--- src/rtl/core/ilp_pkg.sv ---
// shared constants and types for the integer literal parser
`default_nettype none

package ilp_pkg;

	// datapath sizing
	localparam int VALUE_BITS    = 64;
	localparam int POSITION_BITS = 16;
	localparam int OUT_BITS      = 64;
	localparam int LEN_BITS      = 16;

	// depth of the class queue and of the result queue
	localparam int QUEUE_DEPTH = 2;
	localparam int QUEUE_AW    = (QUEUE_DEPTH > 1) ? $clog2(QUEUE_DEPTH) : 1;
	localparam int QUEUE_CW    = $clog2(QUEUE_DEPTH + 1);

	// one classified character, as handed from the front to the back
	typedef struct packed {
		logic       fin;
		logic       white;
		logic       plus;
		logic       minus;
		logic       zero;
		logic       dec_ok;
		logic       hex_ok;
		logic       bin_ok;
		logic       hex_mark;
		logic       bin_mark;
		logic [3:0] digit;
	} ilp_class_t;

	// one finished number waiting in the result queue
	typedef struct packed {
		logic [VALUE_BITS-1:0] value;
		logic                  neg;
		logic [LEN_BITS-1:0]   len;
		logic                  found;
	} ilp_result_t;

endpackage

`default_nettype wire

--- src/rtl/core/integer_literal_parser_top.sv ---
// top level of the integer literal parser
`default_nettype none

// Streaming integer literal parser. Characters enter one per cycle through
// push/full; each is classified and placed in a two-entry class queue, and the
// parse engine takes one class per cycle while a result slot is free, updating
// a shift-and-add accumulator (times 10, 16 or 2). Leading whitespace and one
// sign are skipped, a 0x or 0b prefix selects hex or binary, and the first
// non-digit ends the number. When the character flagged as final is processed,
// one result (value, consumed length, found flag) enters a two-entry result
// queue read through empty/pop. Sustained rate is one character per cycle,
// set by the accumulator update, while results can be queued; a final
// character is registered in the class queue and its result in the result
// queue before it reaches the outputs. A full result queue halts the engine.
module integer_literal_parser_top (
	input  wire logic                            clk,
	input  wire logic                            arst_n,
	input  wire logic                            push,
	output logic                                 full,
	input  wire logic [7:0]                      char_code,
	input  wire logic                            final_char,
	output logic                                 empty,
	input  wire logic                            pop,
	output logic signed [ilp_pkg::OUT_BITS-1:0]  parsed_value,
	output logic [ilp_pkg::LEN_BITS-1:0]         consumed_length,
	output logic                                 number_found
);
	import ilp_pkg::*;

	ilp_class_t cls_data;
	logic       cls_empty;
	logic       cls_pop;

	// character classification and class queue
	ilp_front u_front (
		.clk        (clk),
		.arst_n     (arst_n),
		.push       (push),
		.full       (full),
		.char_code  (char_code),
		.final_char (final_char),
		.cls_data   (cls_data),
		.cls_empty  (cls_empty),
		.cls_pop    (cls_pop)
	);

	// parse engine and result queue
	ilp_back u_back (
		.clk             (clk),
		.arst_n          (arst_n),
		.cls_data        (cls_data),
		.cls_empty       (cls_empty),
		.cls_pop         (cls_pop),
		.empty           (empty),
		.pop             (pop),
		.parsed_value    (parsed_value),
		.consumed_length (consumed_length),
		.number_found    (number_found)
	);

endmodule

`default_nettype wire

--- src/rtl/core/ilp_front.sv ---
// front end: takes characters, classifies them and queues the classes
`default_nettype none

module ilp_front (
	input  wire logic               clk,
	input  wire logic               arst_n,
	input  wire logic               push,
	output logic                    full,
	input  wire logic [7:0]         char_code,
	input  wire logic               final_char,
	output ilp_pkg::ilp_class_t     cls_data,
	output logic                    cls_empty,
	input  wire logic               cls_pop
);
	import ilp_pkg::*;

	localparam logic [7:0] CH_SPACE = 8'd32;
	localparam logic [7:0] CH_TAB   = 8'd9;
	localparam logic [7:0] CH_CR    = 8'd13;
	localparam logic [7:0] CH_PLUS  = 8'd43;
	localparam logic [7:0] CH_MINUS = 8'd45;
	localparam logic [7:0] CH_ZERO  = 8'd48;
	localparam logic [7:0] CH_ONE   = 8'd49;
	localparam logic [7:0] CH_NINE  = 8'd57;
	localparam logic [7:0] CH_UP_A  = 8'd65;
	localparam logic [7:0] CH_UP_F  = 8'd70;
	localparam logic [7:0] CH_LO_A  = 8'd97;
	localparam logic [7:0] CH_LO_F  = 8'd102;
	localparam logic [7:0] CH_UP_X  = 8'd88;
	localparam logic [7:0] CH_LO_X  = 8'd120;
	localparam logic [7:0] CH_UP_B  = 8'd66;
	localparam logic [7:0] CH_LO_B  = 8'd98;

	ilp_class_t              cls_in;
	logic                    is_letter;
	logic                    wr_en;
	logic                    rd_en;
	ilp_class_t              slot_q [QUEUE_DEPTH];
	logic [QUEUE_AW-1:0]     wr_ptr_q;
	logic [QUEUE_AW-1:0]     rd_ptr_q;
	logic [QUEUE_CW-1:0]     cnt_q;

	// character classification
	always_comb begin
		is_letter       = ((char_code >= CH_LO_A) && (char_code <= CH_LO_F)) ||
		                  ((char_code >= CH_UP_A) && (char_code <= CH_UP_F));
		cls_in.fin      = final_char;
		cls_in.white    = (char_code == CH_SPACE) ||
		                  ((char_code >= CH_TAB) && (char_code <= CH_CR));
		cls_in.plus     = (char_code == CH_PLUS);
		cls_in.minus    = (char_code == CH_MINUS);
		cls_in.zero     = (char_code == CH_ZERO);
		cls_in.dec_ok   = (char_code >= CH_ZERO) && (char_code <= CH_NINE);
		cls_in.hex_ok   = cls_in.dec_ok || is_letter;
		cls_in.bin_ok   = (char_code == CH_ZERO) || (char_code == CH_ONE);
		cls_in.hex_mark = (char_code == CH_LO_X) || (char_code == CH_UP_X);
		cls_in.bin_mark = (char_code == CH_LO_B) || (char_code == CH_UP_B);
		// letters a-f and A-F both have low nibble 1..6
		cls_in.digit    = is_letter ? (char_code[3:0] + 4'd9) : char_code[3:0];
	end

	// class queue control
	assign full      = (cnt_q == QUEUE_CW'(QUEUE_DEPTH));
	assign cls_empty = (cnt_q == '0);
	assign wr_en     = push && !full;
	assign rd_en     = cls_pop && !cls_empty;
	assign cls_data  = slot_q[rd_ptr_q];

	// queue storage
	always_ff @(posedge clk) begin
		if (wr_en) begin
			slot_q[wr_ptr_q] <= cls_in;
		end
	end

	// queue pointers and fill count
	always_ff @(posedge clk or negedge arst_n) begin
		if (!arst_n) begin
			wr_ptr_q <= '0;
			rd_ptr_q <= '0;
			cnt_q    <= '0;
		end else begin
			if (wr_en) begin
				wr_ptr_q <= (wr_ptr_q == QUEUE_AW'(QUEUE_DEPTH - 1)) ? '0
				            : wr_ptr_q + QUEUE_AW'(1);
			end
			if (rd_en) begin
				rd_ptr_q <= (rd_ptr_q == QUEUE_AW'(QUEUE_DEPTH - 1)) ? '0
				            : rd_ptr_q + QUEUE_AW'(1);
			end
			if (wr_en && !rd_en) begin
				cnt_q <= cnt_q + QUEUE_CW'(1);
			end else if (rd_en && !wr_en) begin
				cnt_q <= cnt_q - QUEUE_CW'(1);
			end
		end
	end

	// checks
	a_cnt_bound: assert property (@(posedge clk) disable iff (!arst_n)
		cnt_q <= QUEUE_CW'(QUEUE_DEPTH))
		else $error("class queue over depth");

	a_cnt_up: assert property (@(posedge clk) disable iff (!arst_n)
		(wr_en && !rd_en) |=> (cnt_q == $past(cnt_q) + QUEUE_CW'(1)))
		else $error("class queue count missed a write");

	a_cnt_down: assert property (@(posedge clk) disable iff (!arst_n)
		(rd_en && !wr_en) |=> (cnt_q == $past(cnt_q) - QUEUE_CW'(1)))
		else $error("class queue count missed a read");

endmodule

`default_nettype wire

--- src/rtl/core/ilp_back.sv ---
// back end: parse state machine, accumulator and result queue
`default_nettype none

module ilp_back (
	input  wire logic                      clk,
	input  wire logic                      arst_n,
	input  wire ilp_pkg::ilp_class_t       cls_data,
	input  wire logic                      cls_empty,
	output logic                           cls_pop,
	output logic                           empty,
	input  wire logic                      pop,
	output logic signed [ilp_pkg::OUT_BITS-1:0] parsed_value,
	output logic [ilp_pkg::LEN_BITS-1:0]   consumed_length,
	output logic                           number_found
);
	import ilp_pkg::*;

	// parse phases
	localparam logic [2:0] PH_WHITE  = 3'd0;
	localparam logic [2:0] PH_SIGNED = 3'd1;
	localparam logic [2:0] PH_ZERO   = 3'd2;
	localparam logic [2:0] PH_DEC    = 3'd3;
	localparam logic [2:0] PH_HEX    = 3'd4;
	localparam logic [2:0] PH_BIN    = 3'd5;
	localparam logic [2:0] PH_DONE   = 3'd6;

	localparam int LEN_EXT = (POSITION_BITS > LEN_BITS) ? POSITION_BITS : LEN_BITS;
	localparam logic [LEN_BITS-1:0] LEN_MAX = {LEN_BITS{1'b1}};
	localparam logic [POSITION_BITS-1:0] POS_MAX = {POSITION_BITS{1'b1}};

	logic [2:0]               phase_q, phase_d;
	logic                     neg_q, neg_d;
	logic [VALUE_BITS-1:0]    acc_q, acc_d;
	logic [POSITION_BITS-1:0] pos_q, pos_next;
	logic [POSITION_BITS-1:0] end_q, end_d;
	logic                     seen_q, seen_d;

	logic                     take;
	logic                     res_full;
	logic                     res_wr;
	logic                     res_rd;
	logic                     take_digit;
	logic [VALUE_BITS-1:0]    acc_dec;
	logic [VALUE_BITS-1:0]    acc_hex;
	logic [VALUE_BITS-1:0]    acc_bin;
	logic [LEN_EXT-1:0]       end_ext;
	ilp_result_t              res_in;
	ilp_result_t              res_head;
	logic [VALUE_BITS-1:0]    mag;

	ilp_result_t              res_q [QUEUE_DEPTH];
	logic [QUEUE_AW-1:0]      wr_ptr_q;
	logic [QUEUE_AW-1:0]      rd_ptr_q;
	logic [QUEUE_CW-1:0]      cnt_q;

	// a class is taken whenever one is waiting and a result slot is free
	assign res_full = (cnt_q == QUEUE_CW'(QUEUE_DEPTH));
	assign take     = !cls_empty && !res_full;
	assign cls_pop  = !res_full;
	assign res_wr   = take && cls_data.fin;

	// shift-and-add candidates for each base
	assign acc_dec = (acc_q << 3) + (acc_q << 1) + VALUE_BITS'(cls_data.digit);
	assign acc_hex = (acc_q << 4) | VALUE_BITS'(cls_data.digit);
	assign acc_bin = (acc_q << 1) | VALUE_BITS'(cls_data.digit[0]);

	// saturating position count
	assign pos_next = (pos_q != POS_MAX) ? pos_q + POSITION_BITS'(1) : pos_q;

	// next state of the parser
	always_comb begin
		phase_d    = phase_q;
		neg_d      = neg_q;
		acc_d      = acc_q;
		end_d      = end_q;
		seen_d     = seen_q;
		take_digit = 1'b0;
		case (phase_q)
			PH_WHITE, PH_SIGNED: begin
				if ((phase_q == PH_WHITE) && cls_data.white) begin
					phase_d = PH_WHITE;
				end else if ((phase_q == PH_WHITE) && (cls_data.plus || cls_data.minus)) begin
					neg_d   = cls_data.minus;
					phase_d = PH_SIGNED;
				end else if (cls_data.zero) begin
					acc_d      = acc_dec;
					take_digit = 1'b1;
					phase_d    = PH_ZERO;
				end else if (cls_data.dec_ok) begin
					acc_d      = acc_dec;
					take_digit = 1'b1;
					phase_d    = PH_DEC;
				end else begin
					phase_d = PH_DONE;
				end
			end
			PH_ZERO: begin
				if (cls_data.hex_mark || cls_data.bin_mark) begin
					acc_d   = '0;
					seen_d  = 1'b0;
					end_d   = '0;
					phase_d = cls_data.hex_mark ? PH_HEX : PH_BIN;
				end else if (cls_data.dec_ok) begin
					acc_d      = acc_dec;
					take_digit = 1'b1;
					phase_d    = PH_DEC;
				end else begin
					phase_d = PH_DONE;
				end
			end
			PH_DEC: begin
				if (cls_data.dec_ok) begin
					acc_d      = acc_dec;
					take_digit = 1'b1;
				end else begin
					phase_d = PH_DONE;
				end
			end
			PH_HEX: begin
				if (cls_data.hex_ok) begin
					acc_d      = acc_hex;
					take_digit = 1'b1;
				end else begin
					phase_d = PH_DONE;
				end
			end
			PH_BIN: begin
				if (cls_data.bin_ok) begin
					acc_d      = acc_bin;
					take_digit = 1'b1;
				end else begin
					phase_d = PH_DONE;
				end
			end
			default: begin
				phase_d = PH_DONE;
			end
		endcase
		if (take_digit) begin
			seen_d = 1'b1;
			end_d  = pos_next;
		end
	end

	// result built from the state after the final character
	always_comb begin
		end_ext      = LEN_EXT'(end_d);
		res_in.value = seen_d ? acc_d : '0;
		res_in.neg   = neg_d;
		res_in.found = seen_d;
		if (!seen_d) begin
			res_in.len = '0;
		end else if (end_ext > LEN_EXT'(LEN_MAX)) begin
			res_in.len = LEN_MAX;
		end else begin
			res_in.len = end_ext[LEN_BITS-1:0];
		end
	end

	// parser state, back to its start after each final character
	always_ff @(posedge clk or negedge arst_n) begin
		if (!arst_n) begin
			phase_q <= PH_WHITE;
			neg_q   <= 1'b0;
			acc_q   <= '0;
			pos_q   <= '0;
			end_q   <= '0;
			seen_q  <= 1'b0;
		end else if (take) begin
			if (cls_data.fin) begin
				phase_q <= PH_WHITE;
				neg_q   <= 1'b0;
				acc_q   <= '0;
				pos_q   <= '0;
				end_q   <= '0;
				seen_q  <= 1'b0;
			end else begin
				phase_q <= phase_d;
				neg_q   <= neg_d;
				acc_q   <= acc_d;
				pos_q   <= pos_next;
				end_q   <= end_d;
				seen_q  <= seen_d;
			end
		end
	end

	// result queue
	assign empty    = (cnt_q == '0);
	assign res_rd   = pop && !empty;
	assign res_head = res_q[rd_ptr_q];

	always_ff @(posedge clk) begin
		if (res_wr) begin
			res_q[wr_ptr_q] <= res_in;
		end
	end

	always_ff @(posedge clk or negedge arst_n) begin
		if (!arst_n) begin
			wr_ptr_q <= '0;
			rd_ptr_q <= '0;
			cnt_q    <= '0;
		end else begin
			if (res_wr) begin
				wr_ptr_q <= (wr_ptr_q == QUEUE_AW'(QUEUE_DEPTH - 1)) ? '0
				            : wr_ptr_q + QUEUE_AW'(1);
			end
			if (res_rd) begin
				rd_ptr_q <= (rd_ptr_q == QUEUE_AW'(QUEUE_DEPTH - 1)) ? '0
				            : rd_ptr_q + QUEUE_AW'(1);
			end
			if (res_wr && !res_rd) begin
				cnt_q <= cnt_q + QUEUE_CW'(1);
			end else if (res_rd && !res_wr) begin
				cnt_q <= cnt_q - QUEUE_CW'(1);
			end
		end
	end

	// sign applied on the way out, then cast to the signed port width
	assign mag             = res_head.neg ? (~res_head.value + VALUE_BITS'(1)) : res_head.value;
	assign parsed_value    = OUT_BITS'($signed(mag));
	assign consumed_length = res_head.len;
	assign number_found    = res_head.found;

	// checks
	a_restart: assert property (@(posedge clk) disable iff (!arst_n)
		(take && cls_data.fin) |=> (phase_q == PH_WHITE && !seen_q && pos_q == '0))
		else $error("parser did not restart after final character");

	a_seen_end: assert property (@(posedge clk) disable iff (!arst_n)
		seen_q |-> (end_q != '0))
		else $error("digit seen but end position is zero");

	a_unseen_acc: assert property (@(posedge clk) disable iff (!arst_n)
		!seen_q |-> (acc_q == '0))
		else $error("accumulator not clear without digits");

	a_end_le_pos: assert property (@(posedge clk) disable iff (!arst_n)
		end_q <= pos_q)
		else $error("end position ahead of character position");

	a_res_bound: assert property (@(posedge clk) disable iff (!arst_n)
		cnt_q <= QUEUE_CW'(QUEUE_DEPTH))
		else $error("result queue over depth");

endmodule

`default_nettype wire
--- config.mk ---
export PLATFORM = sky130hd
export DESIGN_NAME = integer_literal_parser_top
export DESIGN_NICKNAME = d
export VERILOG_FILES = /design/src/rtl/core/ilp_pkg.sv /design/src/rtl/core/integer_literal_parser_top.sv /design/src/rtl/core/ilp_front.sv /design/src/rtl/core/ilp_back.sv
export SDC_FILE = /design/constraint.sdc
export NUM_CORES = 1
export LEC_CHECK = 0
export ABC_AREA = 1
export BUFFER_PORTS_ARGS = -buffer_cell sky130_fd_sc_hd__buf_2
export CAP_MARGIN = 20
export CORE_MARGIN = 2
export CORE_UTILIZATION = 42
export DETAILED_ROUTE_END_ITERATION = 12
export PLACE_DENSITY = 0.57
export SLEW_MARGIN = 0
export SYNTH_ARGS = -nofsm -noshare
export SYNTH_HDL_FRONTEND = slang
export SYNTH_SLANG_ARGS = --single-unit
--- constraint.sdc ---
create_clock -name clk -period 7.05 [get_ports clk]
set_clock_uncertainty 0.2 [all_clocks]
set_input_delay 0.705 -clock clk [delete_from_list [all_inputs] [get_ports clk]]
set_output_delay 0.705 -clock clk [all_outputs]
set_load 0.05 [all_outputs]
## After elaboration in Yosys (flattened, before gate mapping)

Memories as Yosys holds them, arrays and structs flattened.
Index checks and enable logic that the tools add are counted.

- $add $sub $neg: 13
- Order comparisons: 9
- Equality and inequality tests: 20
- Mux-type cells: 59
- Bitwise logic cells: 3
- Reduce and logical (&&, ||, !) cells: 37

Operators by type and width:

| kind | count |
|---|---|
| 64-bit two-way mux | 10 |
| 64-bit one-hot mux with 5 select lines | 1 |
| 16-bit two-way mux | 8 |
| 64-bit by 1-bit adder with 64-bit output, second input constant | 1 |
| 64-bit by 4-bit adder with 64-bit output | 1 |
| 64-bit adder | 1 |
| 64-bit inverter | 1 |
| 64-bit by 1-bit bitwise OR with 64-bit output | 1 |
| 64-bit by 4-bit bitwise OR with 64-bit output | 1 |
| 8-bit by 6-bit == test with 1-bit output, second input constant | 5 |
| 8-bit by 7-bit == test with 1-bit output, second input constant | 4 |
| 3-bit two-way mux | 9 |
| 1-bit two-way mux | 24 |
| 16-bit by 1-bit adder with 16-bit output, second input constant | 1 |
| 8-bit by 7-bit >= comparator with 1-bit output, second input constant | 2 |
| 16-bit greater-than comparator, second input constant | 1 |
| 8-bit by 7-bit less-or-equal comparator with 1-bit output, second input constant | 2 |
| 16-bit != test, second input constant | 1 |
| 3-bit one-hot mux with 5 select lines | 1 |
| 1-bit logical AND | 14 |
| 3-bit by 2-bit != test with 1-bit output, second input constant | 3 |
| 8-bit by 4-bit >= comparator with 1-bit output, second input constant | 1 |
| 8-bit by 6-bit >= comparator with 1-bit output, second input constant | 1 |
| 8-bit by 4-bit less-or-equal comparator with 1-bit output, second input constant | 1 |
| 19 further kinds | 46 |

- Bits in registers: 109
- Bits in writable memories: 192
- Output and inout port bits: 83
- Word-level logic and storage cells: 155
- Memories: 2

Memories:

| memory | depth | bits a word | read ports | clocked after memory_dff | write ports | RTL line | source |
|---|---|---|---|---|---|---|---|
| u_back.res_q | 2 | 82 | 1 | 0 | 1 | ilp_back.sv:51 | `ilp_result_t res_q [QUEUE_DEPTH];` |
| u_front.slot_q | 2 | 14 | 1 | 0 | 1 | ilp_front.sv:38 | `ilp_class_t slot_q [QUEUE_DEPTH];` |

## Depth between registers and ports, before layout

Gate-level depths: netlist (run 1).
An unclocked memory read counts as a cell.

- Depth after elaboration: 10
- Gate-level depth with buffers: 25
- Depth with buffers taken out: 23

## Hierarchy

Synthesis (run 1) repeated with hierarchy kept, for this count alone.

- Cells, all modules: 3318
- Area total of the unflattened synthesis: 23522.6 um^2

By module, submodules not included:

| module | times used | cells each | area an instance (um^2) |
|---|---|---|---|
| ilp_back | 1 | 3150 | 21928.5 |
| ilp_front | 1 | 168 | 1594.0 |

## Worst setup path after synthesis (run 1)

Ideal clock, no wire load.

- Path kind: register -> register
- Start point: reg u_front.rd_ptr_q
- End point: mem u_back.res_q[0][0] in the netlist's numbering (enable)
- Library setup time: 523 ps
- Arrival time: 4491 ps
- Data required time: 6327 ps
- Path slack: 1836 ps
- Stages on the path, launching flop included: 7
- Clock period less this slack: 5214 ps
- Path through: dfrtp_1 -> buf_4 -> buf_2 -> mux2i_1 -> nor2_1 -> inv_1 -> nor2_1

- Cells in the longest elaborated chain, start to end: 4

Ends and longest elaborated chain:

| item | RTL line | source |
|---|---|---|
| from (decl) | ilp_front.sv:40 | `logic [QUEUE_AW-1:0] rd_ptr_q;` |
| from (signal assigned) | ilp_front.sv:88 | `rd_ptr_q <= (rd_ptr_q == QUEUE_AW'(QUEUE_DEPTH - 1)) ? '0` |
| memory 2 x 14 bit | - |  |
| 1-bit logical AND | ilp_back.sv:60 | `assign res_wr = take && cls_data.fin;` |
| net u_back.res_wr | ilp_back.sv:40 | `logic res_wr;` |
| 1-bit two-way mux | ilp_back.sv:194 | `if (res_wr) begin` |
| 1-bit two-way mux (not written as such) | ilp_back.sv:195 | `res_q[wr_ptr_q] <= res_in;` |
| to (decl) | ilp_back.sv:51 |  |

The timed path passes the listed nets, and every way through them passes these cells.

## Worst setup path after layout (run 1)

- Start point: reg u_back.rd_ptr_q
- End point: out parsed_value[60] in the netlist's numbering

- Cells in the longest elaborated chain, start to end: 4

Ends and longest elaborated chain:

| item | RTL line | source |
|---|---|---|
| from (decl) | ilp_back.sv:53 | `logic [QUEUE_AW-1:0] rd_ptr_q;` |
| from (signal assigned) | ilp_back.sv:210 | `rd_ptr_q <= (rd_ptr_q == QUEUE_AW'(QUEUE_DEPTH - 1)) ? '0` |
| memory 2 x 82 bit * | - |  |
| 64-bit inverter | ilp_back.sv:222 | `assign mag = res_head.neg ? (~res_head.value + VALUE_BITS'(1)) : res_head.value;` |
| 64-bit by 1-bit adder with 64-bit output | ilp_back.sv:222 |  |
| 64-bit two-way mux * | ilp_back.sv:222 |  |
| to (decl) | integer_literal_parser_top.sv:24 | `output logic signed [ilp_pkg::OUT_BITS-1:0] parsed_value,` |

Every way passes the cells marked *; elsewhere a longest branch is shown, timed or not.

==> results.py, run 1 <==
metrics = {
    "placed_design": {
        "post_dp_cell_area_mm2": 0.02551,
        "gp_congestion": 0.9473,
        "hpwlAfterDp_um": 59240,
        "numPortBuffers": 95,
    },
    "sta": {
        "post-route-period-util": 0.7429,
        "slew_viol_final": 0,
        "setup_tns_ns": 0,
        "finalSetupViolCount": 0,
        "fin_hold_ws_ns": 0.006983,
        "worst_slew_pin_slew_ns": 1.003,
        "finalCriticalPeriod_ns": 5.238,
        "slew_headroom": 0.3241,
        "finalHoldViolCount": 0,
        "fmax_ghz": 0.1909,
        "rsz0062_at_grt": "no",
    },
    "routing": {
        "first_pass_iters": 6,
        "vias": 22680,
        "viasPerCell": 5.194,
        "detail_route.wl_per_cell_um": 17.57,
        "ant_nets": 0,
        "drcViolationCount": 0,
        "first_iter_violations": 2399,
        "drt_wl_total_um": 76730,
    },
    "synthesis": {
        "syn_avg_cell_area_um2": 6.875,
        "syn_area_mm2": 0.02434,
        "synthDistinctLibCells": 58,
        "synth_cells": 3540,
        "yosysWarnings": 0,
        "ys_ff_latch": 301,
        "synth-seq-area-share": 0.3490,
        "synthArstFlopShare": 0.3621,
        "synthFlopType": "edfxtp_1",
        "synth-edff-count": 192,
        "synth_fp_nets": 3686,
    },
    "floorplan": {
        "core-area_mm2": 0.05748,
        "die-area_mm2": 0.05989,
        "die_w_um": 244.7,
        "rows": 88,
        "boundaryPins": 96,
        "dieHeight_um": 244.7,
        "start_util": 0.4235,
    },
    "worst_setup_path": {
        "cp-end-kind": "primary output",
        "cp.arrival_ns": 4.33,
        "cp.required_ns": 6.14,
        "worstSetupPathType": "flop to primary output",
        "worstPathMaxFanout": 51,
        "start_kind": "flop",
    },
    "job": {
        "drv_cap": 0,
    },
    "clock_network": {
        "cts_hold_buf": 0,
        "clock_sinks": 301,
        "clk_latency_ns": 0.59,
        "cts_setup_buffers": 0,
        "numCtsBuffers": 29,
        "postCtsResizedCells": 0,
        "cts_max_path_buffers": 3,
        "htreeDepth": 1,
        "cts_tree": "yes",
        "clockRootBuffer": "clkbuf_16",
        "path_clk_slew_ns": 0.07,
    },
    "final_layout": {
        "finish.utilization": 0.4605,
        "fin_nets": 3725,
        "layout-drive-gt1-share": 0.07329,
        "layout_commonest_cell": "nand2_1",
        "design_area_mm2": 0.02647,
        "insertedDiodeCount": 0,
        "fillCellCount": 6008,
        "mostFrequentLayoutCells": "nand2_1 (1195), inv_1 (514), nor2_1 (271)",
        "area_growth_pct": 8.740,
    },
    "power_and_ir_drop": {
        "powerDensity_mw_per_mm2": 521.6,
        "p_total_w": 0.01380,
        "power.leakage_nw": 13.15,
        "peakVddDrop_mv": 0.9216,
    },
    "grt": {
        "antenna_found_initial": 0,
        "grt_start_max_net_pins": 73,
        "grt_pass1_vias": 20880,
        "overflow": 0,
        "track_usage": 0.2538,
        "grt_pass1_wl_um": 119200,
    },
    "status": {
        "status": "completed",
    },
    "worst_hold_path": {
        "hold_path.class": "primary input to async pin",
    },
}
-- layout make-up --
cell class / count / area [µm²] / share of cell area
inverter: 545 / 2046 / 0.07730
multi-input combinational: 2580 / 13310 / 0.5031
timing repair buffer: 122 / 693.2 / 0.02619
tap: 765 / 957.2 / 0.03617
clock buffer: 32 / 737.0 / 0.02785
clock inverter: 22 / 221.5 / 0.008368
sequential: 301 / 8497 / 0.3211
-- per-layer routing --
layer | up-vias | wire length (µm) | GRT usage
li1 | 11510 | - | -
met1 | 10360 | 37740 | 0.3931
met5 | - | 0 | 0
met3 | 91 | 5667 | 0.03389
met2 | 729 | 30950 | 0.3620
met4 | 0 | 2371 | 0.07747
-- Yosys cell counts, types with 3 or more instances --
library cell | count | share of area
nand2_1 | 1196 | 0.18
inv_1 | 514 | 0.079
nor2_1 | 274 | 0.042
nand3_1 | 223 | 0.046
edfxtp_1 | 192 | 0.24
o21ai_0 | 145 | 0.030
a21oi_1 | 132 | 0.027
ha_1 | 131 | 0.067
dfrtp_1 | 109 | 0.11
xor2_1 | 81 | 0.029
clkbuf_1 | 72 | 0.011
o22ai_1 | 42 | 0.011
o21ai_1 | 37 | 0.0076
xnor2_1 | 31 | 0.011
nor3_1 | 30 | 0.0062
o2111ai_1 | 28 | 0.010
inv_2 | 27 | 0.0042
buf_2 | 21 | 0.0043
or2_2 | 20 | 0.0051
o211ai_1 | 19 | 0.0059
mux2i_1 | 17 | 0.0070
nand4_1 | 16 | 0.0041
or2_1 | 16 | 0.0041
o221ai_1 | 15 | 0.0054
and2_1 | 13 | 0.0033
a221oi_1 | 12 | 0.0043
o21ai_2 | 12 | 0.0043
or2_0 | 11 | 0.0028
a211oi_1 | 10 | 0.0031
buf_1 | 8 | 0.0012
buf_6 | 8 | 0.0037
nor2_2 | 8 | 0.0021
o21bai_1 | 8 | 0.0025
a31oi_1 | 7 | 0.0018
nand2_2 | 6 | 0.0015
nor4_1 | 6 | 0.0015
nand3b_1 | 5 | 0.0015
a22o_1 | 4 | 0.0014
buf_4 | 4 | 0.0012
clkinv_1 | 4 | 0.00062
nor2_4 | 3 | 0.0014
o31ai_1 | 3 | 0.00093
-- power breakdown --
part | leakage [nW] | switching (W) | total [W] | internal, W
Combinational | 9.36 | 0.00679 | 0.00906 | 0.00227
Clock | 0.472 | 0.000712 | 0.00159 | 0.000877
Sequential | 3.31 | 0.000492 | 0.00316 | 0.00266
-- worst paths after layout --
check	from	to	slack [ns]	cells past startpoint
worst max-delay path	u_back.rd_ptr_q$_DFFE_PN0P_	parsed_value[60]	1.81	15
worst min-delay path	arst_n	u_back.rd_ptr_q$_DFFE_PN0P_	0.007	1
worst max register to register	u_front.rd_ptr_q$_DFFE_PN0P_	u_back.res_q[1][30]$_DFFE_PP_	2.01	17
worst min register to register	u_back.seen_q$_DFFE_PN0P_	u_back.seen_q$_DFFE_PN0P_	0.29	2
max in group asynchronous	arst_n	u_back.acc_q[13]$_DFFE_PN0P_	5.36	2
min in group clk	final_char	u_front.slot_q[0][13]$_DFFE_PP_	0.12	1
-- kinds of logic (layout without fill, tap and decap cells) --
kind of cell	after synthesis	in the layout	synth area share
adder cells (fa/ha/maj)	133	133	0.06899
XOR/XNOR	112	112	0.04030
multiplexers	17	17	0.006991
AO/OA/AOI/OAI	485	485	0.1193
buffers and inverters	659	721	0.1059
flip-flops	301	301	0.3490
AND/OR/NAND/NOR	1833	1833	0.3096
-- worst max-delay path, cell delays in order, from the launching register on --
cell and delay (ns):
dfrtp_4 0.72, buf_4 0.62, nand2_1 0.11, o21ai_1 0.15, ha_1 0.20, nand3_1 0.12
nor2_2 0.24, nand3_2 0.14, inv_2 0.09, nand4_2 0.12, nand2_1 0.13, nand2_1 0.17
a21oi_1 0.29, o21ai_1 0.13, xor2_1 0.15, buf_2 0.28
-- sequential cells by signal, indices dropped and copies added (netlist names) --
signal,count
u_front.rd_ptr_q,1
u_front.wr_ptr_q,1
u_back.rd_ptr_q,1
u_back.neg_q,1
u_back.phase_q,3
u_back.acc_q,64
u_back.res_q,164
u_back.wr_ptr_q,1
u_front.cnt_q,2
u_back.cnt_q,2
u_back.end_q,16
u_back.seen_q,1
u_back.pos_q,16
u_front.slot_q,28
-- through the flow --
step	instances	setup slack, ns
floorplan	3540	1.836
global placement	4313	2.156
detailed placement	4313	2.058
CTS	4367	1.767
global route	4367	1.360
finish	4367	1.812
No activity file was read; power rests on OpenSTA's default activity.
==> run 2: changes to the inputs <==
--- a/config.mk
+++ b/config.mk
@@ -11,7 +11,7 @@
 export CORE_MARGIN = 2
 export CORE_UTILIZATION = 42
 export DETAILED_ROUTE_END_ITERATION = 12
-export PLACE_DENSITY = 0.57
+export PLACE_DENSITY = 0.59
 export SLEW_MARGIN = 0
 export SYNTH_ARGS = -nofsm -noshare
 export SYNTH_HDL_FRONTEND = slang
==> constraint.sdc (replaced) <==
create_clock -name clk -period 4.26 [get_ports clk]
set_clock_uncertainty 0.2 [all_clocks]
set_input_delay 0.426 -clock clk [delete_from_list [all_inputs] [get_ports clk]]
set_output_delay 0.426 -clock clk [all_outputs]
set_load 0.05 [all_outputs]
==> results.py, run 2 (synthesized netlist as in run 1, its figures left out) <==
metrics = {
    "worst_setup_path": {
        "r2r-end": "u_back.res_q[1][77]$_DFFE_PP_",
        "r2r_cells": 21,
        "r2r_slack_ns": 0.32,
        "cpMaxStageDelayCell": "dfrtp_4",
        "worstSetupPathType": "flop to primary output",
        "cp.required_ns": 3.63,
        "start_kind": "flop",
        "rr_startpoint": "u_front.rd_ptr_q$_DFFE_PN0P_",
        "path_cells": "buf_6 -> buf_6 -> o21ai_4 -> nand3_1 -> nor2_2 -> nand3_2 -> nor2_4 -> nand2_2 -> nor2_4 -> nand2_2 -> nor2_1 -> a21oi_1 -> xnor2_1 -> inv_1 -> clkbuf_4",
        "cpPeakStageDelay_ns": 0.57,
        "cp.arrival_ns": 3.52,
        "cp-end-kind": "primary output",
        "worstPathMaxFanout": 11,
    },
    "routing": {
        "first_pass_iters": 6,
        "vias": 23340,
        "ant_nets": 0,
        "viasPerCell": 5.288,
        "drcViolationCount": 0,
        "drt_wl_total_um": 81110,
        "first_iter_violations": 2322,
        "detail_route.wl_per_cell_um": 18.38,
    },
    "final_layout": {
        "area_growth_pct": 11.51,
        "reg.largest.list": "u_back.res_q: 164 flops, u_back.acc_q: 64 flops, u_front.slot_q: 28 flops",
        "largest_reg_flops": 164,
        "largest-register": "u_back.res_q",
        "fin_nets": 3771,
        "layout_commonest_cell": "nand2_1",
        "insertedDiodeCount": 0,
        "mostFrequentLayoutCells": "nand2_1 (1192), inv_1 (514), nor2_1 (267)",
        "design_area_mm2": 0.02714,
        "layout-drive-gt1-share": 0.09044,
        "fillCellCount": 5862,
    },
    "job": {
        "drv_cap": 0,
    },
    "worst_hold_path": {
        "whs_endpoint": "u_back.rd_ptr_q$_DFFE_PN0P_",
        "hold_path.class": "primary input to flop",
        "hold_start": "pop",
        "timing.hold.worst_path_depth": 3,
    },
    "sta": {
        "slew_headroom": 0.3291,
        "slew_viol_final": 0,
        "setup_tns_ns": 0,
        "finalSetupViolCount": 0,
        "fmax_ghz": 0.2412,
        "post-route-period-util": 0.9730,
        "finalHoldViolCount": 0,
        "worst_slew_pin_slew_ns": 1.005,
        "finalCriticalPeriod_ns": 4.145,
        "fin_hold_ws_ns": 0.03176,
    },
    "placed_design": {
        "hpwlAfterDp_um": 61890,
        "gp_congestion": 0.9651,
        "numPortBuffers": 95,
        "post_dp_cell_area_mm2": 0.02579,
    },
    "power_and_ir_drop": {
        "peakVddDrop_mv": 1.651,
        "power.leakage_nw": 13.43,
        "powerDensity_mw_per_mm2": 879.2,
        "p_total_w": 0.02386,
    },
    "grt": {
        "overflow": 0,
        "grt_start_max_net_pins": 83,
        "antenna_found_initial": 0,
        "track_usage": 0.2672,
        "grt_pass1_wl_um": 125400,
        "grt_pass1_vias": 21560,
    },
    "clock_network": {
        "cts_tree": "yes",
        "clockRootBuffer": "clkbuf_16",
        "clock_sinks": 301,
        "cts_max_path_buffers": 3,
        "numCtsBuffers": 30,
        "path_clk_slew_ns": 0.06,
        "htreeDepth": 1,
        "clk_latency_ns": 0.60,
    },
    "floorplan": {
        "dieHeight_um": 244.7,
        "boundaryPins": 96,
        "rows": 88,
        "die_w_um": 244.7,
        "start_util": 0.4235,
        "core-area_mm2": 0.05748,
        "die-area_mm2": 0.05989,
    },
    "status": {
        "status": "completed",
    },
}
## run 2: changes by cell type in the layout (fill, tap and decap cells not counted), sizes merged
cell	change
clkinv	-7
buf	+39
inv	-1
clkbuf	+14
dlygate4sd3	+2
## run 2: how the worst max path moves through the flow
| stage | start | end | cells past startpoint |
|---|---|---|---|
| 6_report | u_back.rd_ptr_q$_DFFE_PN0P_ | parsed_value[63] | 15 |
| 5_1_grt | u_back.rd_ptr_q$_DFFE_PN0P_ | parsed_value[52] | 15 |
| 4_1_cts | u_back.rd_ptr_q$_DFFE_PN0P_ | parsed_value[63] | 15 |
| 3_5_place_dp | u_front.rd_ptr_q$_DFFE_PN0P_ | u_back.res_q[1][70]$_DFFE_PP_ | 22 |
| 3_3_place_gp | u_front.rd_ptr_q$_DFFE_PN0P_ | u_back.res_q[1][70]$_DFFE_PP_ | 22 |
| 2_1_floorplan | u_front.rd_ptr_q$_DFFE_PN0P_ | u_back.res_q[0][0]$_DFFE_PP_ | 6 |
## run 2: critical path: cells and delay by family, from the launching register on
kind	cells	cell delay [ns]
compound gates	2	0.28
xor+xnor	1	0.23
buf+inv	4	0.63
flops	1	0.57
simple gates	8	1.19
## run 2: where the power goes
| part | total (W) | switching [W] | internal, W | leakage (nW) |
|---|---|---|---|---|
| Clock | 0.00273 | 0.00119 | 0.00154 | 0.479 |
| Sequential | 0.00517 | 0.000760 | 0.00441 | 3.31 |
| Combinational | 0.0160 | 0.0118 | 0.00417 | 9.64 |
| Total | 0.0239 | 0.0137 | 0.0101 | 13.4 |
## run 2: per-stage QoR
step	std cells	setup WS, ns	util
after global routing	4414	-0.02014	0.4722
final	4414	0.1149	0.4722
after CTS	4403	0.02495	0.4674
after floorplan	3540	-0.9536	-
after global placement	4344	0.3843	0.4487
after detailed placement	4344	0.3661	0.4487
## run 2: routing by layer
| layer | routed length (µm) | GRT usage | vias up | part of all wire |
|---|---|---|---|---|
| met5 | 0 | 0 | - | 0 |
| met4 | 2690 | 0.08465 | 0 | 0.033 |
| met3 | 7080 | 0.04078 | 122 | 0.087 |
| met2 | 33570 | 0.3952 | 975 | 0.41 |
| met1 | 37780 | 0.3978 | 10640 | 0.47 |
| li1 | - | - | 11600 | - |
## run 2: area by class of cell
class / count / area [µm²] / share of cell area
Clock buffer: 42 / 817.0 / 0.03011
Clock inverter: 14 / 198.9 / 0.007331
Inverter: 545 / 2048 / 0.07547
Multi-Input combinational cell: 2580 / 13490 / 0.4970
Sequential cell: 301 / 8497 / 0.3131
Tap cell: 765 / 957.2 / 0.03527
Timing Repair Buffer: 167 / 1134 / 0.04177
## run 2: timing repair
item                       CTS  global route
hold endpoints to repair    49             0
hold buffers                 2             0
gates resized for setup     10            46
setup buffers                1            11
setup endpoints to repair   19            26
pin swaps                    0            10
==> run 3: changes to the inputs <==
--- a/config.mk
+++ b/config.mk
@@ -7,7 +7,8 @@
 export LEC_CHECK = 0
 export ABC_AREA = 1
 export BUFFER_PORTS_ARGS = -buffer_cell sky130_fd_sc_hd__buf_2
-export CAP_MARGIN = 20
+export CAP_MARGIN = 15
+export CORE_ASPECT_RATIO = 1.4
 export CORE_MARGIN = 2
 export CORE_UTILIZATION = 42
 export DETAILED_ROUTE_END_ITERATION = 12
==> constraint.sdc (replaced) <==
create_clock -name clk -period 3.5 [get_ports clk]
set_clock_uncertainty 0.2 [all_clocks]
set_input_delay 0.35 -clock clk [delete_from_list [all_inputs] [get_ports clk]]
set_output_delay 0.35 -clock clk [all_outputs]
set_load 0.05 [all_outputs]
==> results.py, run 3 (synthesized netlist as in run 1, its figures left out) <==
metrics = {
    "grt": {
        "overflow": 0,
        "track_usage": 0.2806,
        "grt_pass1_vias": 23600,
        "antenna_found_initial": 0,
        "grt_start_max_net_pins": 58,
        "grt_pass1_wl_um": 131800,
    },
    "power_and_ir_drop": {
        "clockPowerShare": 0.088,
        "intPower_w": 0.01566,
        "switching_share": 0.5414,
        "powerDensity_mw_per_mm2": 1052,
        "combPwrFrac": 0.733,
        "p_total_w": 0.03414,
        "power.leakage_nw": 16.01,
        "peakVddDrop_mv": 1.134,
        "pwr-share-seq": 0.179,
        "p_switching_w": 0.01848,
    },
    "worst_setup_path": {
        "r2r-end": "u_back.res_q[1][77]$_DFFE_PP_",
        "cp.arrival_ns": 3.35,
        "start_kind": "flop",
        "r2r_cells": 24,
        "cp-end-kind": "primary output",
        "r2r_slack_ns": -0.11,
        "worstSetupPathType": "flop to primary output",
        "worstPathMaxFanout": 31,
        "rr_startpoint": "u_front.rd_ptr_q$_DFFE_PN0P_",
        "cp.required_ns": 2.95,
    },
    "routing": {
        "vias": 25000,
        "first_iter_violations": 1653,
        "drt_wl_total_um": 87760,
        "viasPerCell": 5.298,
        "drcViolationCount": 0,
        "first_pass_iters": 6,
        "detail_route.wl_per_cell_um": 18.60,
        "ant_nets": 0,
    },
    "sta": {
        "finalCriticalPeriod_ns": 3.899,
        "rsz0062_at_grt": "yes",
        "setup_slack_ns": -0.3988,
        "finalSetupViolCount": 65,
        "fin_hold_ws_ns": 0.03493,
        "slew_headroom": 0.3931,
        "fmax_ghz": 0.2565,
        "slew_viol_final": 0,
        "post-route-period-util": 1.114,
        "worst_slew_pin_slew_ns": 0.9104,
        "finalHoldViolCount": 0,
    },
    "worst_hold_path": {
        "timing.hold.worst_path_depth": 2,
        "hold_path.class": "primary input to flop",
        "hold_start": "char_code[2]",
        "whs_endpoint": "u_front.slot_q[0][2]$_DFFE_PP_",
    },
    "final_layout": {
        "final_cells": 4718,
        "regArea_mm2": 0.008508,
        "multi_input_area_mm2": 0.01584,
        "largest-register": "u_back.res_q",
        "area_growth_pct": 33.38,
        "insertedDiodeCount": 0,
        "finish.utilization": 0.5657,
        "fin_nets": 4100,
        "mostFrequentLayoutCells": "nand2_1 (1018), inv_1 (508), buf_4 (364)",
        "largest_reg_flops": 164,
        "fillCellCount": 5429,
        "layout-drive-gt1-share": 0.2762,
        "layout_commonest_cell": "nand2_1",
        "design_area_mm2": 0.03246,
        "reg.largest.list": "u_back.res_q: 164 flops, u_back.acc_q: 64 flops, u_front.slot_q: 28 flops",
    },
    "clock_network": {
        "htreeDepth": 1,
        "cts_tree": "yes",
        "cts_max_path_buffers": 3,
        "clock_sinks": 301,
        "path_clk_slew_ns": 0.07,
        "numCtsBuffers": 28,
        "clockRootBuffer": "clkbuf_16",
        "clk_latency_ns": 0.59,
    },
    "status": {
        "status": "finished with violations",
        "violations": "negative setup slack",
    },
    "placed_design": {
        "post_dp_cell_area_mm2": 0.02814,
        "placed_cells": 4608,
        "gp_congestion": 1.000,
        "numPortBuffers": 95,
        "hpwlAfterDp_um": 66490,
    },
    "job": {
        "drv_cap": 0,
    },
    "floorplan": {
        "die_w_um": 207.5,
        "start_util": 0.4241,
        "die-area_mm2": 0.05992,
        "rows": 104,
        "boundaryPins": 96,
        "dieHeight_um": 288.8,
        "core-area_mm2": 0.05739,
    },
}
run 3: changes by cell type in the layout (fill, tap and decap cells not counted), sizes merged, moves of 3 or more:
cell	delta
dlygate4sd3	+6
inv	-3
bufinv	-3
buf	+326
run 3: what timing repair did:
action	CTS	global route
gates cloned	2	2
gates resized for setup	305	468
pin swaps	74	196
hold buffers	8	0
endpoints found under the setup margin	224	274
setup buffers	28	26
endpoints found under the hold margin	61	0
run 3: through the flow:
step                      setup WS, ns  setup TNS (ns)
after floorplan                -0.3513          -57.60
after global placement         -0.4122          -24.10
after detailed placement       -0.4524          -29.65
after CTS                      -0.4037          -13.89
after global routing           -0.5346          -26.47
final                          -0.3988          -13.13
run 3: area by class of cell:
cell class / instances / area share
clock buffer: 43 / 0.02486
clock inverter: 9 / 0.002814
inverter: 545 / 0.06375
multi-input combinational: 2580 / 0.4879
sequential: 301 / 0.2621
tap: 742 / 0.02860
timing repair buffer: 498 / 0.1300
run 3: power by group through the flow:
stage,Sequential (W),Combinational (W),Clock (W)
final,0.00612,0.0250,0.00301
after global routing,0.00621,0.0267,0.00317
after CTS,0.00607,0.0230,0.00305
after detailed placement,0.00611,0.0211,0
after global placement,0.00609,0.0210,0
after floorplan,0.00594,0.0137,0
run 3: worst max-delay path, stage by stage (launching register included):
cell	delay, ns
dfrtp_4	0.46
buf_12	0.14
buf_4	0.12
buf_12	0.20
mux2i_1	0.57
nand3_1	0.28
nor3_2	0.28
nand4_1	0.13
xnor2_1	0.15
nand2_1	0.06
o21ai_0	0.10
buf_4	0.24
run 3: worst max path at each step:
stage                                  from                             to  cells past startpoint
2_1_floorplan  u_front.rd_ptr_q$_DFFE_PN0P_   u_back.res_q[0][0]$_DFFE_PP_                      6
3_3_place_gp   u_front.rd_ptr_q$_DFFE_PN0P_  u_back.res_q[1][34]$_DFFE_PP_                     19
3_5_place_dp   u_front.rd_ptr_q$_DFFE_PN0P_  u_back.res_q[0][44]$_DFFE_PP_                     20
4_1_cts         u_back.rd_ptr_q$_DFFE_PN0P_               parsed_value[59]                     18
5_1_grt         u_back.rd_ptr_q$_DFFE_PN0P_               parsed_value[59]                     18
6_report        u_back.rd_ptr_q$_DFFE_PN0P_               parsed_value[62]                     11
run 3: metal layers:
| layer | global-route usage | vias up | wire length [µm] |
|---|---|---|---|
| met5 | 0 | - | 0 |
| met4 | 0.1489 | 0 | 5225 |
| met3 | 0.02103 | 229 | 4521 |
| met2 | 0.4869 | 812 | 42360 |
| met1 | 0.3505 | 11700 | 35650 |
| li1 | - | 12250 | - |
